## src/sv/nmf_pkg.sv

```systemverilog
// ----------------------------------------------------------------------------
// nmf_pkg
// Shared types and constants of the 3x3 neighbor mean filter.
// ----------------------------------------------------------------------------
package nmf_pkg;

    localparam int ROW_W    = 11;
    localparam int MAX_ROWS = 1024;
    localparam int CFG_W    = 11;
    localparam int TAP_W    = 4;
    localparam int CNT_W    = 4;

    localparam logic [TAP_W-1:0] TAP_CENTER = 4'd4;
    localparam logic [TAP_W-1:0] TAP_END    = 4'd9;

    typedef enum logic {
        CFG_ROWS    = 1'b0,
        CFG_COLUMNS = 1'b1
    } cfg_idx_t;

    typedef enum logic [1:0] {
        OFS_NEG  = 2'd0,
        OFS_ZERO = 2'd1,
        OFS_POS  = 2'd2
    } ofs_t;

    typedef struct packed {
        logic capture;
        logic write_px;
        logic tap_init;
        logic tap_step;
        logic div_start;
        logic load_out;
    } nmf_cmd_t;

    typedef struct packed {
        logic pixel_ok;
        logic is_drain;
        logic out_ready;
        logic taps_done;
        logic div_busy;
        logic out_free;
    } nmf_status_t;

    // row offset of a window tap, taps in raster order
    function automatic ofs_t tap_row(logic [TAP_W-1:0] t);
        ofs_t r;
        unique case (t)
            4'd0, 4'd1, 4'd2: r = OFS_NEG;
            4'd3, 4'd4, 4'd5: r = OFS_ZERO;
            default:          r = OFS_POS;
        endcase
        return r;
    endfunction

    function automatic ofs_t tap_col(logic [TAP_W-1:0] t);
        ofs_t c;
        unique case (t)
            4'd0, 4'd3, 4'd6: c = OFS_NEG;
            4'd1, 4'd4, 4'd7: c = OFS_ZERO;
            default:          c = OFS_POS;
        endcase
        return c;
    endfunction

endpackage

```

## src/sv/nmf_ctrl.sv

```systemverilog
// ----------------------------------------------------------------------------
// nmf_ctrl
// Sequencer: accept, store, readiness check, tap reads, divide, deliver.
// ----------------------------------------------------------------------------
module nmf_ctrl
    import nmf_pkg::*;
(
    input  logic        clk,
    input  logic        rst_n,
    input  logic        in_valid,
    input  logic        cfg_valid,
    input  nmf_status_t status,
    output logic        in_stall,
    output logic        cfg_ready,
    output nmf_cmd_t    cmd
);

    typedef enum logic [6:0] {
        S_IDLE  = 7'b0000001,
        S_WRITE = 7'b0000010,
        S_CHECK = 7'b0000100,
        S_READ  = 7'b0001000,
        S_START = 7'b0010000,
        S_DIV   = 7'b0100000,
        S_LOAD  = 7'b1000000
    } state_t;

    state_t state_reg, state_next;
    logic   idle;

    assign idle      = state_reg == S_IDLE;
    assign cfg_ready = idle;
    assign in_stall  = !idle || cfg_valid;

    always_comb
    begin
        state_next = state_reg;
        cmd        = '0;
        unique case (state_reg)
            S_IDLE:
            begin
                if (in_valid && !cfg_valid)
                begin
                    cmd.capture = 1'b1;
                    state_next  = S_WRITE;
                end
            end
            S_WRITE:
            begin
                cmd.write_px = 1'b1;
                // a sample past the frame end gives nothing
                state_next   = (status.is_drain || status.pixel_ok) ? S_CHECK : S_IDLE;
            end
            S_CHECK:
            begin
                if (status.out_ready)
                begin
                    cmd.tap_init = 1'b1;
                    state_next   = S_READ;
                end
                else
                begin
                    state_next = S_IDLE;
                end
            end
            S_READ:
            begin
                cmd.tap_step = 1'b1;
                if (status.taps_done)
                begin
                    state_next = S_START;
                end
            end
            S_START:
            begin
                cmd.div_start = 1'b1;
                state_next    = S_DIV;
            end
            S_DIV:
            begin
                if (!status.div_busy)
                begin
                    state_next = S_LOAD;
                end
            end
            S_LOAD:
            begin
                if (status.out_free)
                begin
                    cmd.load_out = 1'b1;
                    state_next   = S_IDLE;
                end
            end
            default:
            begin
                state_next = S_IDLE;
            end
        endcase
    end

    always_ff @(posedge clk or negedge rst_n)
    begin
        if (!rst_n)
        begin
            state_reg <= S_IDLE;
        end
        else
        begin
            state_reg <= state_next;
        end
    end

endmodule

```

## config.mk

```make
export PLATFORM = sky130hd
export DESIGN_NAME = nmf_ctrl
export DESIGN_NICKNAME = d
export VERILOG_FILES = /design/src/sv/nmf_pkg.sv /design/src/sv/nmf_ctrl.sv
export SDC_FILE = /design/constraint.sdc
export NUM_CORES = 1
export LEC_CHECK = 0
export ABC_CLOCK_PERIOD_IN_PS = 2200
export BUFFER_PORTS_ARGS = -buffer_cell sky130_fd_sc_hd__buf_2
export CAP_MARGIN = 25
export CORE_MARGIN = 8
export CORE_UTILIZATION = 35
export CTS_BUF_LIST = sky130_fd_sc_hd__clkbuf_16
export DETAILED_ROUTE_END_ITERATION = 7
export GPL_TIMING_DRIVEN = 0
export HOLD_SLACK_MARGIN = 0.08
export RECOVER_POWER = 100
export SLEW_MARGIN = 20
export SYNTH_ARGS = -nofsm -noshare
export SYNTH_HDL_FRONTEND = slang
export SYNTH_SLANG_ARGS = --single-unit
```

## constraint.sdc

```tcl
create_clock -name clk -period 2.2 [get_ports clk]
set_input_delay 0.22 -clock clk [delete_from_list [all_inputs] [get_ports clk]]
set_output_delay 0.22 -clock clk [all_outputs]
set_load 0.01 [all_outputs]
```

==> results.md, run 1 <==
- The run finished with clean final reports.
- The share of final-layout standard cells stronger than drive strength 1 is 43.2%.
- The initialized floorplan defines 13 standard-cell rows.
- The Yosys step of the flow raised 0 warnings.
- The die covers 2840 um2.
- The part of the Yosys area used for sequential elements is 36.3%.
- The first global-routing pass estimated 2130 um of wire.
- Entering global routing, the biggest net connects 10 pins.
- No sink is reached through more buffers than the 2 on the longest clock path.
- Summing the areas of all compound-gate instances in the mapped netlist gives 13.1% of the synthesized area.
- The minimum clock period after layout is 2.15 ns.
- The final design area excluding fillers is 712 um2.
- Input and output buffers added on the ports amount to 17.
- Measured against its own limit, the worst slew margin works out to 74.5%.
- The part of the cycle the worst path needs is 97.6%.
- STA classifies the critical path startpoint as a flip-flop.
- By area, the combinational part of the netlist is dominated by simple AND/OR/NAND/NOR gates.
- VDD sags by at most 843 uV.
- Along the worst path, the maximum fanout reaches 3.
- The number of levels the H-tree was split into is 1.
- TritonCTS built the clock tree.
- The tool flagged a number of max-cap violations equal to 0.
- Setup violations remaining at the end of the flow were counted as 0.
- In this run the biggest area consumer among cell types represents 30.9% of the synthesized area.
- The power share of the sequential group is 24.5%.
- The number of clock sinks seen by CTS is 7.
- The multiplexer share of the synthesized area is 0%.
- The worst setup path is of the flip-flop to output pin kind.
- The routed design has 1370 um of wire.
- The total DRC errors in the routed layout is 0.
- Compared with the post-synthesis result, the final layout area differs by 46.6%.
- The detail-routed via count per cell is 5.36.
- The cell area power density is 1150 nW/um2.
- The least setup slack across all paths after layout is 0.0529 ns.
- The number of nets handed over by synthesis was 66.
- The count of flip-flops with a built-in enable after synthesis is 0.
- The switching portion of total power is 33.1%.
- The gate count of the mapped netlist is 56.
- In this run, the combinational gates consume 38.0% of the power.
- The min-delay analysis places its worst path in the category input pin to flip-flop.
- The number of global-route vias before repair came to 519.
- Among all flip-flop cells after synthesis, the most frequent one is sky130_fd_sc_hd__dfrtp_1.
- The number of flip-flops and latches in the synthesized netlist is 7.
- The clock slew at the register clock pins of the worst setup and hold paths is 0.04 ns.
- The wire-length estimate of the detail-placed layout is 1030 um.
- Summed over all nets, the switching power comes to 271 uW.
- Measured along the y axis, the die boundary spans 53.2 um.
- The count of nets left with antenna violations once routing finished came out at 0.
- Sorting the synthesized cells by area gives the leading types as sky130_fd_sc_hd__dfrtp_1, sky130_fd_sc_hd__nor2_1, sky130_fd_sc_hd__dfstp_2.
- The total grt overflow is 0.
- The horizontal extent of the die is 53.2 um.
- The internal portion of the total power is 547 uW.
- 0 antenna diodes ended up in the layout.
- The number of clock buffers added by TritonCTS is 3.
- The maximum clock skew at final layout is 0.00422 ns.
- Setup repair after global routing left no endpoint under its margin.
- Summing internal, switching and leakage power gives 818 uW.
- The leakage component of the power is 0.000367 uW.
- The number of search-and-repair iterations in the first detailed-routing pass is 3.
- The count of final hold-check violations was 0.
- After Yosys synthesis, and, or, nand and nor cells account for 47.4% of the synthesized area.
- The dominant cell by count in the synthesized netlist is sky130_fd_sc_hd__nor2_1.
- Summing all flip-flop and latch instances after layout gives 176 um2.
- Counting distinct cell types in the post-synthesis netlist gives 31.
- The share of synthesized registers carrying an async set or reset is 100%.
- The clock network fraction of design power is 37.5%.
- The fmax is 466 MHz.
- The post-synthesis xor/xnor area fraction is 0%.
- The number of max-slew violations in the final report is 0.
- The filler cells instantiated in the layout total 127.
- The number of flip-flops in the largest register is 7.
- The initial antenna violation count was 0.
- For this run, the post-layout net count is 92.
- The placed instance area is 589 um2.
- Dividing the detail-routed wire length by the instance count gives 14.3 um.
- Clock latency on the worst-skew pair, taken at its later pin, is 0.23 ns.
- Prior to clock tree synthesis, the placed netlist has a worst setup slack of 0.108 ns.
- The overall global routing resource usage is 9.84%.
- The synthesized-area fraction occupied by adder cells is 0%.
- Data arrives at the worst endpoint at 1.93 ns.
- The required time of the critical path is 1.98 ns.
- The multi-input combinational cells in the finished layout cover a total of 305 um2.
- For this block, the via count after detailed routing is 515.
- Of all cell types, the one taking the most synthesized area is sky130_fd_sc_hd__dfrtp_1.
- The last weighted congestion value of the routability-driven placer is 0.787.
- The post-route setup TNS is 0 ns.
- At the pin with the least slew margin, the transition time is 0.381 ns.
- The core area is 1300 um2.
- The effective utilization at floorplan is 37.3%.
- The DRC marker count from the first detailed-route iteration is 8.
- After synthesis, the most frequently instantiated cells are sky130_fd_sc_hd__nor2_1, sky130_fd_sc_hd__dfrtp_1, sky130_fd_sc_hd__inv_1.
- 18 I/O pins were placed.
- Clock tree synthesis selected as its root buffer the cell sky130_fd_sc_hd__clkbuf_16.
- The mapped netlist covers 485 um2.
- Dividing the synthesized area by the synthesized cell count gives 8.67 um2.
- The worst setup path is captured at an output pin.
[power by group through the flow]
stage	clock network [uW]	registers, uW	logic [uW]
after floorplan	0	189	213
after global placement	0	199	287
after detailed placement	0	197	290
after CTS	311	197	297
after global routing	323	205	350
final	307	201	311
[per-layer routing]
layer,track usage (%),share of wire (%),vias to the layer above
met5,0,0,-
met2,16.4,51,10
met3,2.52,5.1,2
met1,10.8,43,246
li1,-,-,257
met4,6.30,0.73,0
[final timing paths]
path                              start      endpoint  slack, ns  depth (start not counted)
max                        state_reg[4]        cmd[3]       0.05                          4
max in group asynchronous         rst_n  state_reg[0]       1.48                          2
max reg2reg                state_reg[4]  state_reg[0]       0.25                          5
min in group asynchronous         rst_n  state_reg[6]       0.41                          2
min                           status[1]  state_reg[5]       0.24                          3
min reg2reg                state_reg[5]  state_reg[3]       0.62                          1
[placed cells by master (no fill, tap or decap)]
| master | Yosys | routed |
|---|---|---|
| sky130_fd_sc_hd__buf_2 | 0 | 16 |
| sky130_fd_sc_hd__nor2_1 | 10 | 9 |
| sky130_fd_sc_hd__dfrtp_1 | 6 | 6 |
| sky130_fd_sc_hd__inv_1 | 4 | 4 |
| sky130_fd_sc_hd__nand2_1 | 3 | 3 |
| sky130_fd_sc_hd__nand4_1 | 3 | 3 |
| sky130_fd_sc_hd__clkbuf_16 | 0 | 3 |
| sky130_fd_sc_hd__buf_4 | 0 | 3 |
| sky130_fd_sc_hd__nand3_1 | 2 | 2 |
| sky130_fd_sc_hd__or4b_4 | 1 | 2 |
| sky130_fd_sc_hd__nand2b_1 | 2 | 2 |
| sky130_fd_sc_hd__nor3_1 | 3 | 2 |
| sky130_fd_sc_hd__and2b_1 | 1 | 1 |
| sky130_fd_sc_hd__nor3_2 | 0 | 1 |
| sky130_fd_sc_hd__and4b_2 | 1 | 1 |
| sky130_fd_sc_hd__or4_4 | 1 | 1 |
| sky130_fd_sc_hd__nor2_2 | 0 | 1 |
| sky130_fd_sc_hd__or2_2 | 1 | 1 |
| sky130_fd_sc_hd__and2b_2 | 1 | 1 |
| sky130_fd_sc_hd__and4_1 | 1 | 1 |
| sky130_fd_sc_hd__nand3b_1 | 1 | 1 |
| sky130_fd_sc_hd__or3b_2 | 1 | 1 |
| sky130_fd_sc_hd__a211o_2 | 1 | 1 |
| sky130_fd_sc_hd__or4b_1 | 1 | 1 |
| sky130_fd_sc_hd__nand4b_1 | 1 | 1 |
| sky130_fd_sc_hd__o21ai_1 | 1 | 1 |
| sky130_fd_sc_hd__a21oi_1 | 1 | 1 |
| sky130_fd_sc_hd__nor2b_1 | 1 | 1 |
| sky130_fd_sc_hd__o21ai_0 | 1 | 1 |
| sky130_fd_sc_hd__nor4_1 | 1 | 1 |
| sky130_fd_sc_hd__o311ai_0 | 1 | 1 |
| sky130_fd_sc_hd__o211a_1 | 1 | 1 |
| sky130_fd_sc_hd__a22oi_2 | 1 | 1 |
| sky130_fd_sc_hd__o21bai_1 | 1 | 1 |
| sky130_fd_sc_hd__clkinv_2 | 0 | 1 |
| sky130_fd_sc_hd__dlygate4sd3_1 | 0 | 1 |
| sky130_fd_sc_hd__clkbuf_1 | 0 | 1 |
| sky130_fd_sc_hd__dfstp_2 | 1 | 1 |
[per-stage QoR]
stage	utilization [%]	std cells	hold slack (ns)
global route	54.7	96	0.283
finish	54.7	96	0.245
global placement	45.3	88	0.0536
floorplan	-	56	-0.0756
detailed placement	45.3	88	0.0556
CTS	53.5	94	0.249
[kinds of logic (layout without fill, tap and decap cells)]
| kind of cell | count (synthesis) | count (layout) |
|---|---|---|
| AND/OR/NAND/NOR | 37 | 37 |
| buffers and inverters | 4 | 29 |
| flip-flops | 7 | 7 |
| AO/OA/AOI/OAI | 8 | 8 |
[critical path: stages (launching register included)]
cell and delay [ns]:
sky130_fd_sc_hd__dfrtp_1 0.39, sky130_fd_sc_hd__or4_4 0.56, sky130_fd_sc_hd__or4b_4 0.53, sky130_fd_sc_hd__nor2_2 0.09, sky130_fd_sc_hd__buf_2 0.13
[cell type report]
type | count | share of cell area [%]
Inverter | 4 | 2.11
Multi-Input combinational cell | 45 | 42.9
Clock inverter | 1 | 0.703
Sequential cell | 7 | 24.8
Tap cell | 15 | 2.64
Clock buffer | 3 | 10.5
Timing Repair Buffer | 21 | 16.3
[what timing repair did]
| action | CTS | global route |
|---|---|---|
| hold endpoints to repair | 7 | 0 |
| pin swaps | 0 | 1 |
| buffers inserted | 1 | 2 |
| hold buffers | 1 | 0 |
| resized for setup | 2 | 1 |
| endpoints found under the setup margin | 3 | 1 |
| gates cloned | 0 | 0 |
(Power assumes the default switching activity.)
==> inputs of run 2 (changes only) <==
--- a/config.mk
+++ b/config.mk
@@ -5,7 +5,7 @@
 export SDC_FILE = /design/constraint.sdc
 export NUM_CORES = 1
 export LEC_CHECK = 0
-export ABC_CLOCK_PERIOD_IN_PS = 2200
+export ABC_CLOCK_PERIOD_IN_PS = 1900
 export BUFFER_PORTS_ARGS = -buffer_cell sky130_fd_sc_hd__buf_2
 export CAP_MARGIN = 25
 export CORE_MARGIN = 8
==> constraint.sdc (replaced) <==
create_clock -name clk -period 1.9 [get_ports clk]
set_input_delay 0.19 -clock clk [delete_from_list [all_inputs] [get_ports clk]]
set_output_delay 0.19 -clock clk [all_outputs]
set_load 0.01 [all_outputs]
==> results.md, run 2 (same netlist as run 1, synthesis figures left out) <==
- The flow ran to the end, but the final reports show violations.
- The checks that failed: negative setup slack.
- The root cell of the clock tree is sky130_fd_sc_hd__clkbuf_16.
- The power share of the sequential group is 21.3% (-3.2 points).
- The height of the chip came to 53.2 um (unchanged).
- The data arrival time at the worst-slack endpoint is 1.89 ns (-0.04 ns).
- The horizontal extent of the die is 53.2 um (unchanged).
- The top cell types in the final layout, fill and taps aside, are sky130_fd_sc_hd__buf_2, sky130_fd_sc_hd__buf_4, sky130_fd_sc_hd__nor2_1.
- The detail-routed via count per cell is 5.36 (about the same).
- The final standard cell utilization of the core is 60.3% (+5.6 points).
- The required time of the critical path is 1.71 ns (-0.27 ns).
- For the finished layout, the period the worst path requires is 2.08 ns.
- The DRC marker count from the first detailed-route iteration came to 6 (-2).
- The number of fill cells was 126 (-0.79%).
- For this design, the slowest cell found on the critical path is sky130_fd_sc_hd__or4b_4.
- The clock latency on the worst-skew pair is 0.23 ns (about the same).
- The switching portion of total power is 33.2% (about the same).
- The effective utilization at floorplan is 37.3% (unchanged).
- The worst setup path is of the flip-flop to output pin kind.
- The worst relative slew slack is 77.0% (+2.5 points).
- The site row count is 13 (unchanged).
- The first-pass GRT wire length is 2280 um (+7.1%).
- Setup repair after global routing could not meet its margin everywhere.
- The number of flip-flops in the largest register was 7 (unchanged).
- The total I/O pin count is 18 (unchanged).
- The number of failing setup endpoints in the final timing report is 3 (+3).
- The core area is 1300 um2 (unchanged).
- The placed instance area is 589 um2 (unchanged).
- The switching component of the power came to 343 uW (+27%).
- The overall die area is 2840 um2 (unchanged).
- TritonCTS built the clock tree.
- The maximum fanout count along the critical path is 3 (unchanged).
- The clock slew at the register clock pins of the worst setup and hold paths is 0.04 ns (about the same).
- The overall global routing resource usage is 10.6% (+0.74 points).
- The number of I/O port buffers was 17 (unchanged).
- The library cell used most frequently in the layout, excluding fill and tap cells, is sky130_fd_sc_hd__buf_2.
- The net total in the final layout is 98 (+6.5%).
- The slew at the pin closest to its max-slew limit was 0.345 ns (-0.0353 ns).
- The worst hold path class is input pin to flip-flop.
- The footprint of the flip-flops and latches is 176 um2 (unchanged).
- The number of global-route vias before repair was 549 (+5.8%).
- The post-route setup TNS is -0.409 ns (-0.409 ns).
- The wire length after detailed routing is 1500 um (+9.7%).
- The kind of end point of the critical path is an output pin.
- The leakage component of the power came to 0.000404 uW (+9.9%).
- The least setup slack across all paths after layout is -0.181 ns (-0.233 ns).
- In the finished design, the share of the clock period the worst path needs comes to 110%.
- The detailed placer's ending HPWL is 1030 um (unchanged).
- The maximum clock skew at final layout came to 0.00478 ns (+0.000558 ns).
- The detail-routed net length per standard cell is 14.7 um (+3.3%).
- The maximum cell stage delay along the critical path is 0.58 ns (+0.02 ns).
- The total of max-cap violations is 0 (unchanged).
- The number of max-slew violations in the final report came to 0 (unchanged).
- The fmax is 481 MHz.
- The number of clock sinks seen by CTS is 7 (unchanged).
- The initial antenna violation count is 0 (unchanged).
- The clock buffer count from CTS was 3 (unchanged).
- Traced cell by cell, the critical path runs through or4_4, or4b_4, inv_2, buf_6.
- The share of final-layout standard cells stronger than drive strength 1 is 52.9% (+9.7 points).
- The buffer depth of the longest clock path is 2 (unchanged).
- The area taken by multi-input logic gates is 327 um2 (+7.0%).
- The pin count of the biggest net entering global routing is 10 (unchanged).
- The worst setup path is launched from a flip-flop.
- The antenna diode count is 0 (unchanged).
- The total grt overflow is 0 (unchanged).
- The synthesis-to-finish area growth is 61.6%.
- The total vias in the final route is 547 (+6.2%).
- The largest voltage drop on the vdd net was 967 uV (+15%).
- The residual antenna-violating net count after detailed routing is 0 (unchanged).
- The number of search-and-repair iterations in the first detailed-routing pass was 4 (+1).
- The count of final hold-check violations is 0 (unchanged).
- The number of levels the H-tree was split into is 1 (unchanged).
- The last weighted congestion value of the routability-driven placer came to 0.787 (unchanged).
- The total DRC errors in the routed layout is 0 (unchanged).
- The final design area excluding fillers is 785 um2 (+10%).
- The cell area power density came to 1320 nW/um2 (+15%).
- The internal power consumption was 691 uW (+26%).
- The clock network fraction of design power is 34.4% (-3.1 points).
- The worst hold-check slack is 0.214 ns (-0.0311 ns).
- The combinational group share of total power is 44.4% (+6.4 points).
run 2: worst paths after layout:
check                              from      endpoint  slack [ns]  cells past startpoint
max reg2reg                state_reg[6]  state_reg[0]       -0.08                      5
min reg2reg                state_reg[5]  state_reg[3]        0.66                      1
min in group asynchronous         rst_n  state_reg[6]        0.38                      2
max                        state_reg[6]        cmd[2]       -0.18                      4
max in group asynchronous         rst_n  state_reg[0]        1.22                      2
min                           status[1]  state_reg[5]        0.21                      3
run 2: layer usage:
layer / wire [um] / vias up / track usage, % / part of all wire, %
li1: - / 268 / - / -
met1: 604 / 260 / 11.9 / 40
met2: 775 / 15 / 18.4 / 52
met3: 89 / 4 / 2.24 / 5.9
met4: 33 / 0 / 5.04 / 2.2
met5: 0 / - / 0 / 0
run 2: power by group through the flow:
stage	clock network, uW	registers [uW]	logic, uW
6_report	356	220	459
5_1_grt	374	223	502
4_1_cts	360	218	414
3_5_place_dp	0	228	336
3_3_place_gp	0	230	332
2_1_floorplan	0	219	247
run 2: worst max-delay path: cells and delay by family (launching register included):
| kind | cells | cell delay [ns] |
|---|---|---|
| flops | 1 | 0.38 |
| buf+inv | 2 | 0.16 |
| simple gates | 2 | 1.11 |
run 2: area by class of cell:
type	count	share of cell area (%)
Sequential cell	7	22.5
Multi-Input combinational cell	45	41.6
Inverter	4	1.91
Timing Repair Buffer	27	21.4
Tap cell	15	2.39
Clock buffer	3	9.57
Clock inverter	1	0.638
run 2: timing repair:
item | in CTS | in global routing
hold buffers | 1 | 0
pin swaps | 2 | 4
endpoints found under the hold margin | 7 | 0
buffers inserted | 6 | 3
endpoints found under the setup margin | 8 | 6
resized for setup | 3 | 7
run 2: through the flow:
stage | std cells | total power [uW] | setup slack (ns)
2_1_floorplan | 56 | 466 | 0.00862
3_3_place_gp | 88 | 562 | -0.140
3_5_place_dp | 88 | 565 | -0.162
4_1_cts | 99 | 991 | -0.193
5_1_grt | 102 | 1100 | -0.208
6_report | 102 | 1030 | -0.181
==> inputs of run 3 (changes only) <==
--- a/config.mk
+++ b/config.mk
@@ -5,7 +5,7 @@
 export SDC_FILE = /design/constraint.sdc
 export NUM_CORES = 1
 export LEC_CHECK = 0
-export ABC_CLOCK_PERIOD_IN_PS = 1900
+export ABC_CLOCK_PERIOD_IN_PS = 2550
 export BUFFER_PORTS_ARGS = -buffer_cell sky130_fd_sc_hd__buf_2
 export CAP_MARGIN = 25
 export CORE_MARGIN = 8
==> constraint.sdc (replaced) <==
create_clock -name clk -period 2.55 [get_ports clk]
set_input_delay 0.255 -clock clk [delete_from_list [all_inputs] [get_ports clk]]
set_output_delay 0.255 -clock clk [all_outputs]
set_load 0.01 [all_outputs]
==> results.md, run 3 (same netlist as run 1, synthesis figures left out) <==
- The overall die area was 2840 um2 (unchanged).
- The register-to-register path setup slack was 0.46 ns (+0.54 ns).
- The total vias in the final route was 504 (-7.9%).
- The synthesis-to-finish area growth is 36.3%.
- The detail-routed net length per standard cell is 13.7 um (-6.8%).
- The instance count along the most critical hold path is 3 (unchanged).
- The number of flip-flops in the largest register came to 7 (unchanged).
- The capture point of the worst reg-to-reg path is state_reg[0].
- The DRC marker count from the first detailed-route iteration is 6 (unchanged).
- The most common library cell in the layout ignoring fill and taps is sky130_fd_sc_hd__nor2_1.
- The pin count of the biggest net entering global routing is 10 (unchanged).
- The number of search-and-repair iterations in the first detailed-routing pass came to 4 (unchanged).
- The launching point of the worst reg2reg path is state_reg[4].
- The maximum fanout count along the critical path is 6 (+3).
- The number of clock sinks seen by CTS is 7 (unchanged).
- The least setup slack across all paths after layout is 0.116 ns (+0.297 ns).
- The clock tree from TritonCTS is done.
- The data arrival time at the worst-slack endpoint is 2.18 ns (+0.29 ns).
- Setup repair after global routing left no endpoint under its margin.
- The logic depth of the worst register-to-register path is 4 (-1).
- The maximum cell stage delay along the critical path is 0.69 ns (+0.11 ns).
- The net total in the final layout came to 89 (-9.2%).
- The height of the chip is 53.2 um (unchanged).
- The worst relative slew slack is 55.9% (-21 points).
- The initial antenna violation count is 0 (unchanged).
- The uppermost layer routed is met4.
- The leakage component of the power is 0.000321 uW (-21%).
- The total I/O pin count came to 18 (unchanged).
- The number of failing setup endpoints in the final timing report came to 0 (-3).
- The last weighted congestion value of the routability-driven placer is 0.787 (unchanged).
- The combined buffer and inverter count along the critical path is 2 (unchanged).
- The flow ran to the end, and the final reports show no timing, DRC or antenna violations.
- The root cell of the clock tree is sky130_fd_sc_hd__clkbuf_16.
- The required time of the critical path came to 2.30 ns (+0.59 ns).
- The slew at the pin closest to its max-slew limit is 0.656 ns (+0.311 ns).
- The residual antenna-violating net count after detailed routing is 0 (unchanged).
- The placed instance area is 589 um2 (unchanged).
- The routed length on met2 is 640 um (-17%).
- The fmax is 411 MHz.
- The number of levels the H-tree was split into is 1 (unchanged).
- The buffer depth of the longest clock path is 2 (unchanged).
- Walking the worst path, the cells encountered are or4_1, or4b_2, inv_1, buf_2.
- The share of final-layout standard cells stronger than drive strength 1 is 26.9% (-26 points).
- The worst hold path class is input pin to flip-flop.
- The cell area power density was 1010 nW/um2 (-24%).
- In the finished design, the share of the clock period the worst path needs comes to 95.4%.
- The cell family contributing the most delay on the critical path is simple AND/OR/NAND/NOR gates.
- The final design area excluding fillers came to 662 um2 (-16%).
- The number of max-slew violations in the final report is 0 (unchanged).
- The cts-stage hold buffer count is 1 (unchanged).
- The antenna diode count is 0 (unchanged).
- The wire length after detailed routing is 1280 um (-15%).
- The number of global-route vias before repair is 514 (-6.4%).
- The maximum clock skew at final layout is 0.00479 ns (+0.00000762 ns).
- The effective utilization at floorplan is 37.3% (unchanged).
- The site row count is 13 (unchanged).
- The first-pass GRT wire length is 2100 um (-8.1%).
- The largest voltage drop on the vdd net is 657 uV (-32%).
- The wire length on met3 came to 66 um (-26%).
- The overall global routing resource usage is 9.67% (-0.91 points).
- The top cell types in the final layout, fill and taps aside, are sky130_fd_sc_hd__nor2_1, sky130_fd_sc_hd__buf_2, sky130_fd_sc_hd__clkbuf_1.
- The horizontal extent of the die is 53.2 um (unchanged).
- The kind of end point of the critical path is an output pin.
- The total of max-cap violations is 0 (unchanged).
- The count of final hold-check violations is 0 (unchanged).
- The total grt overflow is 0 (unchanged).
- The worst setup path is launched from a flip-flop.
- The clock buffer count from CTS was 3 (unchanged).
- The clock latency on the worst-skew pair came to 0.23 ns (about the same).
- The number of I/O port buffers is 17 (unchanged).
- The number of buffers inserted by post-CTS setup repair came to 0 (-6).
- The post-cts resize count is 0 (-3).
- The clock slew at the register clock pins of the worst setup and hold paths was 0.04 ns (about the same).
- The detail-routed via count per cell was 5.42 (+1.1%).
- The detailed placer's ending HPWL is 1030 um (unchanged).
- The worst hold path terminates at state_reg[5].
- The category of the most critical setup path is flip-flop to output pin.
- The worst setup slack after placement is 0.423 ns (+0.585 ns).
- The core area is 1300 um2 (unchanged).
- The post-route setup TNS came to 0 ns (+0.409 ns).
- The cell with the biggest individual delay on the critical path is sky130_fd_sc_hd__or4b_2.
- The minimum clock period after layout is 2.43 ns.
- The startpoint of the worst hold path is status[1].
- The sum of routed wire segments on met1 was 542 um (-10%).
- The total DRC errors in the routed layout is 0 (unchanged).
==> run 3: tightest hold or removal path, delay by kind of cell <==
kind	cells	cell delay, ns
compound gates	1	0.07
buf+inv	2	0.14
==> run 3: worst max path at each step <==
stage	from	to	cells after the start
4_1_cts	state_reg[4]	cmd[2]	4
3_5_place_dp	state_reg[4]	cmd[2]	4
5_1_grt	state_reg[4]	cmd[2]	4
2_1_floorplan	state_reg[4]	cmd[2]	3
6_report	state_reg[4]	cmd[2]	4
3_3_place_gp	state_reg[4]	cmd[2]	4
==> run 3: area by class of cell <==
type / instances / area, um2
tap: 15 / 18.8
clock buffer: 3 / 75.1
sequential: 7 / 176
inverter: 4 / 15.0
clock inverter: 1 / 5.00
timing repair buffer: 18 / 85.1
multi-input combinational: 45 / 287
fill: 140 / 639
==> run 3: power breakdown <==
group	total, uW	leakage (uW)	switching [uW]	internal (uW)
logic	234	0.000187	137	96.8
clock network	265	0.0000409	59.7	206
registers	168	0.0000928	28.0	140
total	667	0.000321	225	443
==> run 3: metal layers <==
metal / vias to the layer above / track usage (%)
met2: 14 / 16.2
li1: 253 / -
met5: - / 0
met1: 233 / 10.4
met3: 4 / 2.52
met4: 0 / 6.30
==> run 3: stage by stage <==
stage / cells / power [uW] / hold WS (ns) / util, %
6_report: 93 / 667 / 0.285 / 50.9
4_1_cts: 93 / 690 / 0.284 / 52.2
2_1_floorplan: 56 / 347 / -0.0406 / -
3_5_place_dp: 88 / 421 / 0.0906 / 45.3
5_1_grt: 93 / 716 / 0.318 / 50.9
3_3_place_gp: 88 / 419 / 0.0886 / 45.3
